===== src/rtl/cbfs_pkg.sv =====
// Package: shared types and codes of the chunked byte find scanner.
`default_nettype none
package cbfs_pkg;

    // Search modes
    localparam logic [1:0] MODE_MEMCHR    = 2'd0;
    localparam logic [1:0] MODE_STRLEN    = 2'd1;
    localparam logic [1:0] MODE_STRCHRNUL = 2'd2;
    localparam logic [1:0] MODE_STRCHR    = 2'd3;

    // Result status codes
    localparam logic [1:0] ST_PENDING  = 2'd0;
    localparam logic [1:0] ST_FOUND    = 2'd1;
    localparam logic [1:0] ST_NOTFOUND = 2'd2;

    // Configuration register indexes
    localparam int unsigned CFG_IDX_W = 1;
    localparam int unsigned CFG_DATA_W = 8;
    localparam logic [CFG_IDX_W-1:0] REG_SEARCH_MODE = 1'd0;
    localparam logic [CFG_IDX_W-1:0] REG_TARGET_BYTE = 1'd1;

    typedef struct packed {
        logic [63:0] chunk_low;
        logic [63:0] chunk_high;
        logic        first_chunk;
        logic [3:0]  start_skip;
        logic [31:0] byte_limit;
    } t_in_item;

    typedef struct packed {
        logic [1:0]  status;
        logic [31:0] position;
    } t_out_item;

    // Per-chunk controls broadcast to every lane
    typedef struct packed {
        logic [1:0] mode;
        logic [7:0] target;
        logic       left_big;   // budget covers every lane of the chunk
    } t_lane_ctl;

endpackage
`default_nettype wire


===== src/rtl/chunked_byte_find_scan.sv =====
// Top level of the chunked byte find scanner (memchr/strlen/strchrnul/strchr).
`default_nettype none
// Scans a stream of aligned LANES-byte chunks for the lowest matching byte,
// one chunk per clock while the output register is not held by i_out_stall.
// Every input transaction yields exactly one result transaction:
// status pending (search still open, or idle chunk), found with the byte
// offset from the string start, or not found. A chunk with first_chunk set
// opens a new search: lanes below start_skip are masked and, in memchr mode,
// byte_limit is latched as the search budget. The per-chunk work (LANES byte
// compares in parallel lanes, lowest-hit merge, and the one add that carries
// the running offset and budget to the next chunk) all happens in the cycle
// the chunk is accepted, which is what sets the one-chunk-per-cycle rate; the
// saturating position add sits in a second stage ahead of the output
// register. Lanes above byte 15 (LANES > 16) read as NUL. Offsets saturate at
// 0xFFFFFFFF. Write search_mode and target_byte only while the block is idle;
// they apply to every chunk that follows, including mid-search chunks.
module chunked_byte_find_scan #(
    parameter int unsigned LANES = 16
) (
    input  wire logic                               i_clk,
    input  wire logic                               i_rst_n,
    // configuration
    input  wire logic                               i_cfg_we,
    input  wire logic [cbfs_pkg::CFG_IDX_W-1:0]     i_cfg_index,
    input  wire logic [cbfs_pkg::CFG_DATA_W-1:0]    i_cfg_data,
    // chunk input
    input  wire logic                               i_in_valid,
    output logic                                    o_in_stall,
    input  wire cbfs_pkg::t_in_item                 i_in_data,
    // result output
    output logic                                    o_out_valid,
    input  wire logic                               i_out_stall,
    output cbfs_pkg::t_out_item                     o_out_data
);
    import cbfs_pkg::*;

    localparam int unsigned SPW = $clog2(LANES + 1);  // holds 0..LANES
    localparam int unsigned LIW = $clog2(LANES);      // lane index

    // configuration registers
    logic [1:0] r_mode;
    logic [7:0] r_target;

    // search state
    logic        r_active, n_active;
    logic [31:0] r_bytes_before, n_bytes_before;
    logic [31:0] r_bytes_left, n_bytes_left;

    // stage 1: decision, base offset and hit offset
    logic           r_s1_valid;
    logic [1:0]     r_s1_status, n_s1_status;
    logic [31:0]    r_s1_base, n_s1_base;
    logic [SPW-1:0] r_s1_off, n_s1_off;

    // output register
    logic      r_out_valid;
    t_out_item r_out_data, n_out_data;

    logic in_fire, s1_en, out_en;

    // per-chunk working values
    logic           first;
    logic           work;
    logic [31:0]    skip_ext;
    logic [SPW-1:0] skip_c;
    logic [SPW-1:0] span;
    logic [31:0]    base;
    logic [31:0]    left;
    logic [32:0]    before_sum;
    t_lane_ctl      lane_ctl;

    logic [LANES-1:0] lane_hit;
    logic [LANES-1:0] lane_tgt;
    logic             found;
    logic [LIW-1:0]   found_idx;
    logic             found_tgt;

    logic [32:0] pos_sum;

    // Handshake: the output register advances when empty or taken, stage 1
    // advances when empty or moving on.
    assign out_en      = !r_out_valid || !i_out_stall;
    assign s1_en       = !r_s1_valid || out_en;
    assign o_in_stall  = !s1_en;
    assign in_fire     = i_in_valid && s1_en;
    assign o_out_valid = r_out_valid;
    assign o_out_data  = r_out_data;

    // Configuration writes
    always_ff @(posedge i_clk) begin
        if (!i_rst_n) begin
            r_mode   <= MODE_MEMCHR;
            r_target <= 8'h00;
        end else if (i_cfg_we) begin
            unique case (i_cfg_index)
                REG_SEARCH_MODE: r_mode   <= i_cfg_data[1:0];
                REG_TARGET_BYTE: r_target <= i_cfg_data[7:0];
                default: ;
            endcase
        end
    end

    // Chunk setup: a first chunk restarts offset and budget, clamp the skip.
    always_comb begin
        first    = i_in_data.first_chunk;
        work     = first || r_active;
        skip_ext = {28'd0, i_in_data.start_skip};
        if (!first) begin
            skip_c = '0;
        end else if (skip_ext >= 32'(LANES)) begin
            skip_c = SPW'(LANES);
        end else begin
            skip_c = skip_ext[SPW-1:0];
        end
        span = SPW'(LANES) - skip_c;
        base = first ? 32'd0 : r_bytes_before;
        left = first ? i_in_data.byte_limit : r_bytes_left;

        lane_ctl.mode     = r_mode;
        lane_ctl.target   = r_target;
        lane_ctl.left_big = (left >= 32'(LANES));
    end

    // Parallel lanes; bytes past the 16-byte chunk read as NUL.
    for (genvar g = 0; g < LANES; g++) begin : g_lane
        logic [7:0] lane_byte;
        if (g < 8) begin : g_lo
            assign lane_byte = i_in_data.chunk_low[8*g +: 8];
        end else if (g < 16) begin : g_hi
            assign lane_byte = i_in_data.chunk_high[8*(g-8) +: 8];
        end else begin : g_nul
            assign lane_byte = 8'h00;
        end

        cbfs_lane #(
            .SPW      (SPW),
            .LANE_IDX (g)
        ) u_lane (
            .i_byte      (lane_byte),
            .i_ctl       (lane_ctl),
            .i_skip      (skip_c),
            .i_left_low  (left[SPW-1:0]),
            .o_hit       (lane_hit[g]),
            .o_is_target (lane_tgt[g])
        );
    end

    cbfs_merge #(
        .LANES (LANES),
        .LIW   (LIW)
    ) u_merge (
        .i_hit        (lane_hit),
        .i_is_target  (lane_tgt),
        .o_found      (found),
        .o_idx        (found_idx),
        .o_idx_target (found_tgt)
    );

    // Decide the chunk and carry offset and budget to the next one.
    always_comb begin
        n_active       = r_active;
        n_bytes_before = r_bytes_before;
        n_bytes_left   = r_bytes_left;
        n_s1_status    = ST_PENDING;
        n_s1_base      = 32'd0;
        n_s1_off       = '0;
        before_sum     = {1'b0, base} + 33'(span);

        if (work) begin
            if (found) begin
                // a NUL hit in strchr mode with a nonzero target ends the search empty
                n_active = 1'b0;
                if (r_mode == MODE_STRCHR && !found_tgt) begin
                    n_s1_status = ST_NOTFOUND;
                end else begin
                    n_s1_status = ST_FOUND;
                    n_s1_base   = base;
                    n_s1_off    = SPW'(found_idx) - skip_c;
                end
            end else if (r_mode == MODE_MEMCHR && left <= 32'(span)) begin
                // budget runs out inside this chunk
                n_active    = 1'b0;
                n_s1_status = ST_NOTFOUND;
            end else begin
                n_active       = 1'b1;
                n_bytes_before = before_sum[32] ? 32'hFFFF_FFFF : before_sum[31:0];
                n_bytes_left   = (r_mode == MODE_MEMCHR) ? left - 32'(span) : left;
            end
        end
    end

    always_ff @(posedge i_clk) begin
        if (!i_rst_n) begin
            r_active       <= 1'b0;
            r_bytes_before <= 32'd0;
            r_bytes_left   <= 32'd0;
        end else if (in_fire) begin
            r_active       <= n_active;
            r_bytes_before <= n_bytes_before;
            r_bytes_left   <= n_bytes_left;
        end
    end

    // Stage 1 register
    always_ff @(posedge i_clk) begin
        if (!i_rst_n) begin
            r_s1_valid <= 1'b0;
        end else if (s1_en) begin
            r_s1_valid <= in_fire;
        end
    end

    always_ff @(posedge i_clk) begin
        if (s1_en) begin
            r_s1_status <= n_s1_status;
            r_s1_base   <= n_s1_base;
            r_s1_off    <= n_s1_off;
        end
    end

    // Stage 2: saturating position add into the output register.
    always_comb begin
        pos_sum             = {1'b0, r_s1_base} + 33'(r_s1_off);
        n_out_data.status   = r_s1_status;
        n_out_data.position = pos_sum[32] ? 32'hFFFF_FFFF : pos_sum[31:0];
    end

    always_ff @(posedge i_clk) begin
        if (!i_rst_n) begin
            r_out_valid <= 1'b0;
        end else if (out_en) begin
            r_out_valid <= r_s1_valid;
        end
    end

    always_ff @(posedge i_clk) begin
        if (out_en) begin
            r_out_data <= n_out_data;
        end
    end

endmodule
`default_nettype wire


===== src/rtl/cbfs_lane.sv =====
// One byte lane: range mask, budget check and match under the current mode.
`default_nettype none
module cbfs_lane #(
    parameter int unsigned SPW      = 5,
    parameter int unsigned LANE_IDX = 0
) (
    input  wire logic [7:0]         i_byte,
    input  wire cbfs_pkg::t_lane_ctl i_ctl,
    input  wire logic [SPW-1:0]     i_skip,
    input  wire logic [SPW-1:0]     i_left_low,
    output logic                    o_hit,
    output logic                    o_is_target
);
    import cbfs_pkg::*;

    localparam logic [SPW-1:0] IDX = SPW'(LANE_IDX);

    logic           in_range;
    logic [SPW-1:0] off;
    logic           in_budget;
    logic           match;

    always_comb begin
        in_range    = (IDX >= i_skip);
        off         = IDX - i_skip;
        in_budget   = (i_ctl.mode != MODE_MEMCHR) || i_ctl.left_big || (off < i_left_low);
        o_is_target = (i_byte == i_ctl.target);
        case (i_ctl.mode) inside
            MODE_MEMCHR:                 match = o_is_target;
            MODE_STRLEN:                 match = (i_byte == 8'h00);
            MODE_STRCHRNUL, MODE_STRCHR: match = (i_byte == 8'h00) || o_is_target;
            default:                     match = 1'b0;
        endcase
        o_hit = in_range && in_budget && match;
    end

endmodule
`default_nettype wire


===== src/rtl/cbfs_merge.sv =====
// Lane merge: pick the lowest hitting lane and whether its byte is the target.
`default_nettype none
module cbfs_merge #(
    parameter int unsigned LANES = 16,
    parameter int unsigned LIW   = 4
) (
    input  wire logic [LANES-1:0] i_hit,
    input  wire logic [LANES-1:0] i_is_target,
    output logic                  o_found,
    output logic [LIW-1:0]        o_idx,
    output logic                  o_idx_target
);
    always_comb begin
        o_found      = 1'b0;
        o_idx        = '0;
        o_idx_target = 1'b0;
        // scan from the top so the lowest hit wins
        for (int i = LANES - 1; i >= 0; i--) begin
            if (i_hit[i]) begin
                o_found      = 1'b1;
                o_idx        = LIW'(i);
                o_idx_target = i_is_target[i];
            end
        end
    end

endmodule
`default_nettype wire


===== config.mk =====
export PLATFORM = sky130hd
export DESIGN_NAME = chunked_byte_find_scan
export DESIGN_NICKNAME = d
export VERILOG_FILES = /design/src/rtl/cbfs_pkg.sv /design/src/rtl/chunked_byte_find_scan.sv /design/src/rtl/cbfs_lane.sv /design/src/rtl/cbfs_merge.sv
export SDC_FILE = /design/constraint.sdc
export NUM_CORES = 1
export LEC_CHECK = 0
export BUFFER_PORTS_ARGS = -buffer_cell sky130_fd_sc_hd__buf_2
export CAP_MARGIN = 20
export CORE_MARGIN = 5
export CORE_UTILIZATION = 45
export CTS_BUF_LIST = sky130_fd_sc_hd__clkbuf_4 sky130_fd_sc_hd__clkbuf_8 sky130_fd_sc_hd__clkbuf_16
export CTS_CLUSTER_DIAMETER = 60
export DETAILED_ROUTE_END_ITERATION = 10
export PLACE_DENSITY = 0.66
export REMOVE_ABC_BUFFERS = 1
export SETUP_SLACK_MARGIN = 0.1
export SYNTH_ARGS = -nofsm -noshare
export SYNTH_HDL_FRONTEND = slang
export SYNTH_SLANG_ARGS = --single-unit

===== constraint.sdc =====
create_clock -name i_clk -period 13.95 [get_ports i_clk]
set_input_delay 2.79 -clock i_clk [delete_from_list [all_inputs] [get_ports i_clk]]
set_output_delay 2.79 -clock i_clk [all_outputs]
set_load 0.01 [all_outputs]

Word level (Yosys, flattened, before mapping):

Cells that the tools add are included.

* bitwise gates (word level): 4
* add/sub/neg operators: 21
* eq/ne operators: 19
* reduce and logical (&&, ||, !) cells: 100
* order comparisons: 34
* multiplexer cells: 106

Operators by type and width (count)
* == test 8 bit: 16
* logical NOT 8 bit: 16
* two-way mux 32 bit: 4
* two-way mux 1 bit: 82
* less-than comparator 5 bit: 16
* two-way mux 4 bit: 17
* adder 32 x 5 -> 33 bit: 2
* subtractor 4 x 4 -> 5 bit, first input constant: 8
* logical OR 1 bit: 36
* logical AND 1 bit: 35
* greater-or-equal comparator 32 x 5 -> 1 bit, second input constant: 1
* greater-or-equal comparator 4 bit, first input constant: 8
* less-or-equal comparator 32 x 5 -> 1 bit: 1
* subtractor 32 x 5 -> 32 bit: 1
* subtractor 3 x 4 -> 5 bit, first input constant: 4
* greater-or-equal comparator 3 x 4 -> 1 bit, first input constant: 4
* subtractor 1 x 4 -> 5 bit, first input constant: 2
* subtractor 2 x 4 -> 5 bit, first input constant: 2
* greater-or-equal comparator 1 x 4 -> 1 bit, first input constant: 2
* greater-or-equal comparator 2 x 4 -> 1 bit, first input constant: 2
* two-way mux 2 bit: 3
* AND reduction 2 bit: 3
* logical NOT 1 bit: 5
* subtractor 4 x 5 -> 5 bit: 1
* other kinds (9): 13

* register bits after elaboration: 150
* output and inout bits: 36

Logic depth before layout (Yosys ltp):

Gate-level depths: netlist of the first run.

* word-level depth: 26
* depth in mapped cells: 30
* gate-level depth less buffers: 22

Modules after synthesis:

Synthesis of the first run repeated with hierarchy kept, for this count alone.

* cell total of the unflattened synthesis: 1768
* area, all modules: 14480.1 um^2

By module, submodules not included
* chunked_byte_find_scan: cells each 1029, area an instance 9067.4 um^2, times used 1
* cbfs_lane (g_lane[10].u_lane): cells each 45, area an instance 345.3 um^2, times used 1
* cbfs_lane (g_lane[2].u_lane): cells each 44, area an instance 341.6 um^2, times used 1
* cbfs_lane (g_lane[8].u_lane): cells each 46, area an instance 340.3 um^2, times used 1
* cbfs_lane (g_lane[0].u_lane): cells each 45, area an instance 335.3 um^2, times used 1
* cbfs_lane (g_lane[6].u_lane): cells each 44, area an instance 335.3 um^2, times used 1
* cbfs_lane (g_lane[14].u_lane): cells each 44, area an instance 332.8 um^2, times used 1
* cbfs_lane (g_lane[4].u_lane): cells each 45, area an instance 330.3 um^2, times used 1
* cbfs_lane (g_lane[12].u_lane): cells each 44, area an instance 325.3 um^2, times used 1
* cbfs_lane (g_lane[5].u_lane): cells each 42, area an instance 321.6 um^2, times used 1
* cbfs_lane (g_lane[13].u_lane): cells each 42, area an instance 320.3 um^2, times used 1
* cbfs_lane (g_lane[11].u_lane): cells each 42, area an instance 319.1 um^2, times used 1
* cbfs_merge: cells each 59, area an instance 319.1 um^2, times used 1
* cbfs_lane (g_lane[9].u_lane): cells each 42, area an instance 314.1 um^2, times used 1
* 4 more rows

Least setup slack after synthesis of the first run:

OpenSTA, ideal clock, no wires.

* path kind: input -> register
* start: in i_in_data[36] (netlist bit)
* end: reg r_s1_off[4], data pin
* path slack: 5547 ps
* arrival: 8131 ps
* stages on the path: 25
* cells stage by stage: buf_4 buf_2 buf_2 buf_1 clkbuf_1 buf_1 clkbuf_1 buf_1 nand2_1 inv_1 ha_1 nand4_1 a2111oi_0 a31oi_1 a2111oi_1 o31ai_1 nor3_1 a211oi_1 o211ai_1 nand3_1 ha_1 fa_1 nor2b_1 o21ai_0 nor4b_1

* longest elaborated chain between the ends: 25

RTL lines
* start, declared: RTL line chunked_byte_find_scan.sv:29 `input wire cbfs_pkg::t_in_item i_in_data,`
* branches (longest 25 deep; another with greater-or-equal comparator 32 x 5 -> 1 bit)
* end signal, assigned: RTL line chunked_byte_find_scan.sv:217 `r_s1_off <= n_s1_off;`
* end, declared: RTL line chunked_byte_find_scan.sv:53 `logic [SPW-1:0] r_s1_off, n_s1_off;`

Several ways; the timed one is not identified.
A chain may end at the register's enable or synchronous reset.

Worst setup path in the final report of the first run:

* start: in i_in_data[36] (netlist bit)
* end: reg r_bytes_left[6]

* longest elaborated chain between the ends: 24

RTL lines
* two-way mux 32 bit / two-way mux 4 bit (equally long branches): RTL line chunked_byte_find_scan.sv:117, chunked_byte_find_scan.sv:108
* greater-or-equal comparator 32 x 5 -> 1 bit / subtractor 4 x 4 -> 5 bit (equally long branches): RTL line chunked_byte_find_scan.sv:121, cbfs_lane.sv:25
* logical OR 1 bit / less-than comparator 5 bit (equally long branches): RTL line cbfs_lane.sv:26 `in_budget = (i_ctl.mode != MODE_MEMCHR) || i_ctl.left_big || (off < i_left_low);`
* logical OR 1 bit: RTL line cbfs_lane.sv:26
* logical AND 1 bit (2 in a row): RTL line cbfs_lane.sv:34 `o_hit = in_range && in_budget && match;`
* two-way mux 1 bit (16 in a row): RTL line cbfs_merge.sv:19 `if (i_hit[i]) begin`
* inverter 1 bit (no source line)
* AND reduction 4 bit (no source line)
* end signal, assigned: RTL line chunked_byte_find_scan.sv:200 `r_bytes_left <= n_bytes_left;`
* end, declared: RTL line chunked_byte_find_scan.sv:47 `logic [31:0] r_bytes_left, n_bytes_left;`

Several ways; a longest one is shown, not always the timed one.

==> flow_metrics.tcl, run 1 <==
set metrics [dict create \
    area_growth_pct 14.9 \
    grt_max_degree 101 \
    cts_setup_buffers 0 \
    antenna_found_initial 2 \
    utilization_pct 52.5 \
    synth_area_leaders "edfxtp_1 17%, dfxtp_1 12%, xor2_1 7.9%" \
    nNetsFinal 2026 \
    synthCells 1598 \
    gp_congestion 0.948 \
    pwr-share-comb_pct 25.9 \
    ctsHoldBuffers 0 \
    switching_power_mw 0.440 \
    numClockSinks 150 \
    syn_avg_cell_area_um2 8.21 \
    critPathKind "input pin to register" \
    crit_chain "buf_6, buf_4, mux2i_2, o21ai_1, nor4_4, nand4b_1, a311oi_1, o2111ai_2, nor4_4, and2_2, buf_4, a21oi_1, o31a_1" \
    period_minus_slack_ns 8.24 \
    yosysTopAreaCell "edfxtp_1" \
    fin_crit_sh_pct 59.1 \
    end_kind "register" \
    fp.dieH_um 181 \
    cts_tree "done" \
    synth_top_area_share_pct 16.7 \
    final.setup.tns_ns 0 \
    start_util_pct 45.7 \
    fill_cells 2754 \
    clkTransAtPathRegs_ns 0.07 \
    startpoint_type "input pin" \
    synth-async-reset-ratio_pct 0 \
    status "completed" \
    core-area_um2 28700 \
    intPower_mw 0.892 \
    ys_types 86 \
    route.detailed.drc 0 \
    insertion_delay_ns 0.43 \
    worstPathRequired_ns 14.26 \
    stdcell_area_um2 15100 \
    cts_made_buffers 17 \
    dieArea_um2 32700 \
    ys_warn_count 0 \
    drt_wl_total_um 38100 \
    swShare_pct 33.1 \
    io_buffers 214 \
    rsz0062_at_grt "false" \
    dr.pass1.iters 6 \
    io_pins 215 \
    instances_no_fill 2159 \
    grt_pass1_wl_um 61200 \
    drv_cap 0 \
    p_leak_nw 6.29 \
    std_cell_rows 62 \
    synth_seq_area_share_pct 28.5 \
    post-dp-hpwl_um 29200 \
    grtUsageTotal_pct 22.3 \
    root_buffer "clkbuf_16" \
    avgRoutedWirePerCell_um 17.7 \
    dr.first_iter.drc_count 957 \
    finalClockSkew_ns 0.0121 \
    hp-class "register to register" \
    r2r_slack_ns 9.08 \
    hold_violations 0 \
    drv_slew 0 \
    synth-seq-cells 150 \
    setup_viol 0 \
    slowest_stage "buf_4" \
    grt_overflow 0 \
    htree_levels 4 \
    worstMarginPinSlew_ns 0.980 \
    powerDensity_nw_per_um2 88.4 \
    vias_per_cell 5.84 \
    slew_headroom_pct 34.7 \
    cp_max_fo 100 \
    p_clk_share_pct 36.6 \
    drive_above_1_share_pct 17.9 \
    slowest_delay_ns 0.82 \
    max_freq_mhz 121 \
    cts-resized-gates 0 \
    grt_pass1_vias 12100 \
    vdd_drop_max_mv 0.0921 \
    post-place-cells 2124 \
    post_dp_cell_area_um2 14400 \
    vias 12600 \
    synth_edf_count 73 \
    seqPwrFrac_pct 37.5 \
    synthesis.area_um2 13100 \
    cts.path.max_buffers 2 \
    fp.dieW_um 181 \
    insertedDiodeCount 0 \
    synthFlopType "dfxtp_1" \
    worstPathArrival_ns 8.56 \
    ant_nets 0 \
]
flip-flops by register name (all words and copies together), names as in the netlist:
signal	cells
r_target	8
r_bytes_before	32
r_mode	2
r_s1_valid	1
r_bytes_left	32
o_out_valid	1
r_s1_status	2
r_s1_off	5
r_active	1
r_s1_base	32
o_out_data	34
power by group through the flow:
stage	Combinational, mW	Clock [mW]	Sequential, mW
2_1_floorplan	0.205	0	0.515
3_3_place_gp	0.331	0	0.509
3_5_place_dp	0.340	0	0.509
4_1_cts	0.341	0.495	0.499
5_1_grt	0.382	0.516	0.502
6_report	0.344	0.488	0.500
critical path, delay by kind of cell:
family,cells,cell delay [ns]
buf+inv,3,1.85
compound gates,5,1.41
simple gates,4,1.91
mux,1,0.48
layer usage:
layer / vias to the layer above / wire (µm) / share of wire, % / GRT usage, %
met4: 4 / 577 / 1.5 / 4.90
met1: 5900 / 17200 / 45 / 30.5
met5: - / 21 / 0.055 / 0
li1: 6227 / - / - / -
met2: 432 / 17900 / 47 / 37.2
met3: 48 / 2390 / 6.3 / 3.66
layout by cell type, fill, tap and decap left out, types with 7 or more instances in the layout:
cell type  Yosys  final
a211oi_1       8      8
a21o_1        18     18
a21oi_1      110    110
a31oi_1       32     32
a41oi_1        9      9
and2_1         8      7
and3_1        10     10
buf_2         27    213
buf_4         11     17
clkbuf_16      0     17
dfxtp_1       77     77
edfxtp_1      73     73
ha_1          81     81
inv_1         58     58
mux2i_1       10     10
nand2_1      165    165
nand2b_1      15     15
nand3_1       54     53
nand4_1       33     33
nand4b_1      15     15
nor2_1       105    105
nor2b_1       21     21
nor3_1        79     79
nor3b_1       11     11
nor4_1        66     66
o211ai_1      15     15
o21a_1        14     14
o21ai_0       64     64
o221a_2       17     17
o22ai_1       12     12
o31a_1         8      8
or2_2         12     12
or3_1          9      9
or4_1         10     10
xnor2_1       66     66
xor2_1       119    119
synthesized netlist by cell type, types with 17 or more instances:
master / n
a21o_1: 18
a21oi_1: 110
a31oi_1: 32
buf_2: 27
clkbuf_1: 45
dfxtp_1: 77
edfxtp_1: 73
ha_1: 81
inv_1: 58
nand2_1: 165
nand3_1: 54
nand4_1: 33
nor2_1: 105
nor2b_1: 21
nor3_1: 79
nor4_1: 66
o21ai_0: 64
o221a_2: 17
xnor2_1: 66
xor2_1: 119
logic make-up (layout without fill, tap and decap cells):
group                      count (synthesis)  count (layout)  synth area share [%]
DFF                                      150             150                  28.5
xor gates and xnor gates                 185             185                  12.4
muxes                                     14              14                  1.13
adders and majority gates                 85              85                  8.34
AOI/OAI and AO/OA                        370             370                  19.1
and+or+nand+nor                          644             644                  25.7
buffers and inverters                    149             326                  4.90
other                                      1               1                0.0286
stage by stage:
| step | power [mW] | setup slack, ns | hold WS (ns) |
|---|---|---|---|
| final | 1.33 | 5.71 | 0.428 |
| after global routing | 1.40 | 5.33 | 0.438 |
| after CTS | 1.34 | 5.84 | 0.428 |
| after floorplan | 0.721 | 6.81 | 0.400 |
| after global placement | 0.840 | 5.46 | 0.408 |
| after detailed placement | 0.849 | 5.39 | 0.412 |
path summary, 6_finish.rpt:
| check | start | to | depth (start not counted) |
|---|---|---|---|
| max | i_in_data[36] | r_bytes_left[6]$_SDFFE_PN0P_ | 13 |
| max reg2reg | r_bytes_left[1]$_SDFFE_PN0P_ | r_bytes_left[6]$_SDFFE_PN0P_ | 12 |
| min | r_s1_status[0]$_SDFFCE_PN0N_ | o_out_data[32]$_DFFE_PP_ | 0 |
| min reg2reg | r_s1_status[0]$_SDFFCE_PN0N_ | o_out_data[32]$_DFFE_PP_ | 0 |
area by class of cell:
| type | count | area (µm²) | area share (%) |
|---|---|---|---|
| clock inverter | 15 | 200 | 1.33 |
| tap | 384 | 480 | 3.19 |
| timing repair buffer | 234 | 1250 | 8.33 |
| inverter | 60 | 225 | 1.50 |
| sequential | 150 | 3730 | 24.8 |
| multi-input combinational | 1299 | 8740 | 58.0 |
| clock buffer | 17 | 425 | 2.82 |
Power figures use the tool's default switching activity.
==> inputs of run 2 (changes only) <==
Settings changed: ABC_AREA set to 1.
Clock period 13.95 ns to 8.4 ns, I/O delays scaled along.
==> run 2 against run 1 <==
  * Total power is 62% higher
  * Hold slack worse by 0.0097 ns
  * Synthesized cell count is 15% higher
  * Global-route usage is 0.78 points lower
  * Final cell count is 12% higher
  * Via count is 1.1% lower
  * Clock skew is 0.0025 ns higher
  * Combinational power is 70% higher
==> flow_metrics.tcl, run 2 <==
set metrics [dict create \
    end_kind "register" \
    p_total_mw 2.16 \
    synthAdderAreaFrac_pct 8.38 \
    dr.first_iter.drc_count 771 \
    cts_tree "done" \
    top_usage_layer "met2" \
    post-dp-hpwl_um 27700 \
    synthFlopType "dfxtp_1" \
    startpoint_type "input pin" \
    path_depth 17 \
    htree_levels 4 \
    crit_chain "buf_2, buf_4, o21ai_0, inv_1, fa_1, nand2_1, nor2_1, nor2_1, o211ai_1, nor2_1, inv_1, o41ai_1, nand3_1, nand3_4, clkinv_2, o21ai_0, a31oi_1" \
    numClockSinks 150 \
    drt_wl_total_um 35600 \
    cts_made_buffers 17 \
    grtUsageTotal_pct 21.5 \
    met3_usage_pct 3.35 \
    holdPathEnd "o_out_data[32]$_DFFE_PP_" \
    setup_viol 0 \
    path_common_cell "nor2_1" \
    ctsHoldBuffers 0 \
    pwr-share-comb_pct 27.0 \
    switching_power_mw 0.720 \
    met2_usage_pct 36.0 \
    dr.pass1.iters 5 \
    hp-class "register to register" \
    io_pins 215 \
    fp.dieH_um 180 \
    start_util_pct 45.6 \
    vias_per_cell 5.14 \
    fill_cells 2823 \
    cts_setup_buffers 0 \
    rsz0062_at_grt "false" \
    vias 12500 \
    swShare_pct 33.3 \
    gp_congestion 0.941 \
    post_dp_cell_area_um2 14300 \
    ys_warn_count 0 \
    drive_above_1_share_pct 18.1 \
    vdd_drop_max_mv 0.146 \
    largest_reg_flops 34 \
    synth-async-reset-ratio_pct 0 \
    synth_mux_area_share_pct 0.153 \
    max_freq_mhz 156 \
    grt_overflow 0 \
    worstPathArrival_ns 6.69 \
    synth_edf_count 73 \
    std_cell_rows 62 \
    synth-seq-cells 150 \
    slowest_delay_ns 0.78 \
    cp_num_buf_inv 5 \
    drv_slew 0 \
    fin_crit_sh_pct 76.4 \
    intPower_mw 1.44 \
    synth_seq_area_share_pct 28.6 \
    root_buffer "clkbuf_16" \
    met1_usage_pct 28.7 \
    avgRoutedWirePerCell_um 14.7 \
    worstPathRequired_ns 8.67 \
    synthesis.area_um2 13000 \
    critPathKind "input pin to register" \
    syn_avg_cell_area_um2 7.08 \
    dieArea_um2 32500 \
    antenna_found_initial 0 \
    core-area_um2 28600 \
    io_buffers 214 \
    ys_types 65 \
    yosys.area_share.simple_pct 30.3 \
    multiInputGateArea_um2 7850 \
    slew_headroom_pct 33.1 \
    synth_area_leaders "edfxtp_1 17%, dfxtp_1 12%, nand2_1 11%" \
    r2r_slack_ns 3.45 \
    yosysTopAreaCell "edfxtp_1" \
    final.setup.tns_ns 0 \
    min-delay-start "r_s1_status[0]$_SDFFCE_PN0N_" \
    layout.cells.most_common_list "397 x nand2_1, 275 x inv_1, 214 x buf_2, 169 x nor2_1, 112 x a21oi_1" \
    synthCells 1843 \
    slowest_stage "clkinv_2" \
    cts-resized-gates 0 \
    p_leak_nw 6.88 \
    synth_top_area_share_pct 16.8 \
    synth_top_family_by_area "simple AND/OR/NAND/NOR gates" \
    r2r_end "r_bytes_left[3]$_SDFFE_PN0P_" \
    finalClockSkew_ns 0.0146 \
    powerDensity_nw_per_um2 145 \
    hold_violations 0 \
    grt_pass1_wl_um 58700 \
    clkTransAtPathRegs_ns 0.06 \
    worstMarginPinSlew_ns 1.00 \
    seq_area_um2 3730 \
    synth_compound_area_share_pct 13.3 \
    ant_nets 0 \
    stdcell_area_um2 14900 \
    grt_pass1_vias 11900 \
    period_minus_slack_ns 6.42 \
    r2r_cells 15 \
    insertion_delay_ns 0.43 \
    synth_xor_area_share_pct 7.99 \
    grt_max_degree 56 \
    nNetsFinal 2293 \
    seqPwrFrac_pct 38.8 \
    insertedDiodeCount 0 \
    fp.dieW_um 180 \
    critPathTopFamily "buffers and inverters" \
    final_common_cell "nand2_1" \
    p_clk_share_pct 34.2 \
    cts.path.max_buffers 2 \
    area_growth_pct 14.3 \
    drv_cap 0 \
    route.detailed.drc 0 \
    yosysMostFrequentCell "nand2_1" \
    status "completed" \
    reg2reg_from "r_target[1]$_SDFFE_PN0P_" \
    hold_path_depth 0 \
    ys_top_cells_by_count "398 x nand2_1, 275 x inv_1, 169 x nor2_1" \
    cp_max_fo 55 \
]
==> run 2: cell count changes in the layout (fill, tap and decap cells not counted), sizes merged, moves of 17 or more <==
| cell | previous run | this run |
|---|---|---|
| a21o | 18 | 1 |
| a31oi | 32 | 14 |
| inv | 69 | 286 |
| nand2 | 166 | 406 |
| nand4 | 33 | 55 |
| nor2 | 105 | 201 |
| nor2b | 21 | 0 |
| nor3 | 80 | 29 |
| nor4 | 69 | 39 |
| o21ai | 65 | 98 |
| o221a | 21 | 0 |
| or2 | 12 | 36 |
| xor2 | 119 | 60 |
==> run 2: logic make-up (layout without fill, tap and decap cells) <==
family,count (synthesis),in the layout
adders and majority gates,85,85
other,1,1
xor gates and xnor gates,119,119
buffers and inverters,349,548
and+or+nand+nor,851,851
AOI/OAI and AO/OA,286,286
muxes,2,2
DFF,150,150
==> run 2: how the worst max path moves through the flow <==
stage                  startpoint                           end  slack, ns
finish              i_in_data[36]  r_bytes_left[3]$_SDFFE_PN0P_       1.98
global route        i_in_data[36]  r_bytes_left[3]$_SDFFE_PN0P_       1.37
CTS                 i_in_data[36]  r_bytes_left[3]$_SDFFE_PN0P_       1.89
detailed placement  i_in_data[36]  r_bytes_left[3]$_SDFFE_PN0P_       1.46
global placement    i_in_data[36]  r_bytes_left[1]$_SDFFE_PN0P_       1.62
floorplan           i_in_data[36]   r_s1_base[19]$_SDFFCE_PP0N_       2.14
==> run 2: layout make-up <==
cell class	instances	share of cell area, %
repair buffers	230	7.99
clock buffers	17	2.85
flip-flops and latches	150	25.1
multi-input cells	1344	52.7
inverters	286	7.23
clock inverters	15	0.965
well taps	384	3.22
==> run 2: power by group through the flow <==
stage / sequential (mW) / combinational (mW) / clock (mW)
after floorplan: 0.861 / 0.378 / 0
after global placement: 0.855 / 0.568 / 0
after detailed placement: 0.856 / 0.578 / 0
after CTS: 0.840 / 0.582 / 0.757
after global routing: 0.846 / 0.659 / 0.794
final: 0.840 / 0.584 / 0.740
==> run 2: metrics by stage <==
stage	setup slack (ns)	util [%]	hold WS [ns]	cells
finish	1.98	52.1	0.418	2426
global route	1.37	52.1	0.428	2426
CTS	1.89	52.1	0.420	2426
detailed placement	1.46	50.1	0.405	2394
global placement	1.62	50.1	0.408	2394
floorplan	2.14	-	0.400	1780
==> run 2: per-layer routing <==
layer,share of wire (%),up-vias
met2,47,310
met1,46,5669
met3,4.7,65
met4,2.3,0
met5,0,-
li1,-,6422
==> run 2: worst reg2reg max path, cell delays in order (launching register included) <==
cell	delay, ns
dfxtp_1	0.91
inv_1	0.52
nand2_1	0.16
nand4_1	0.12
nor4_1	0.54
nand2_1	0.10
a21oi_1	0.20
nand2_1	0.11
nand2_1	0.11
nor2_1	0.06
nand2_1	0.12
nor2_4	0.07
nand3_4	0.47
clkinv_2	0.82
o21ai_0	0.43
a31oi_1	0.06
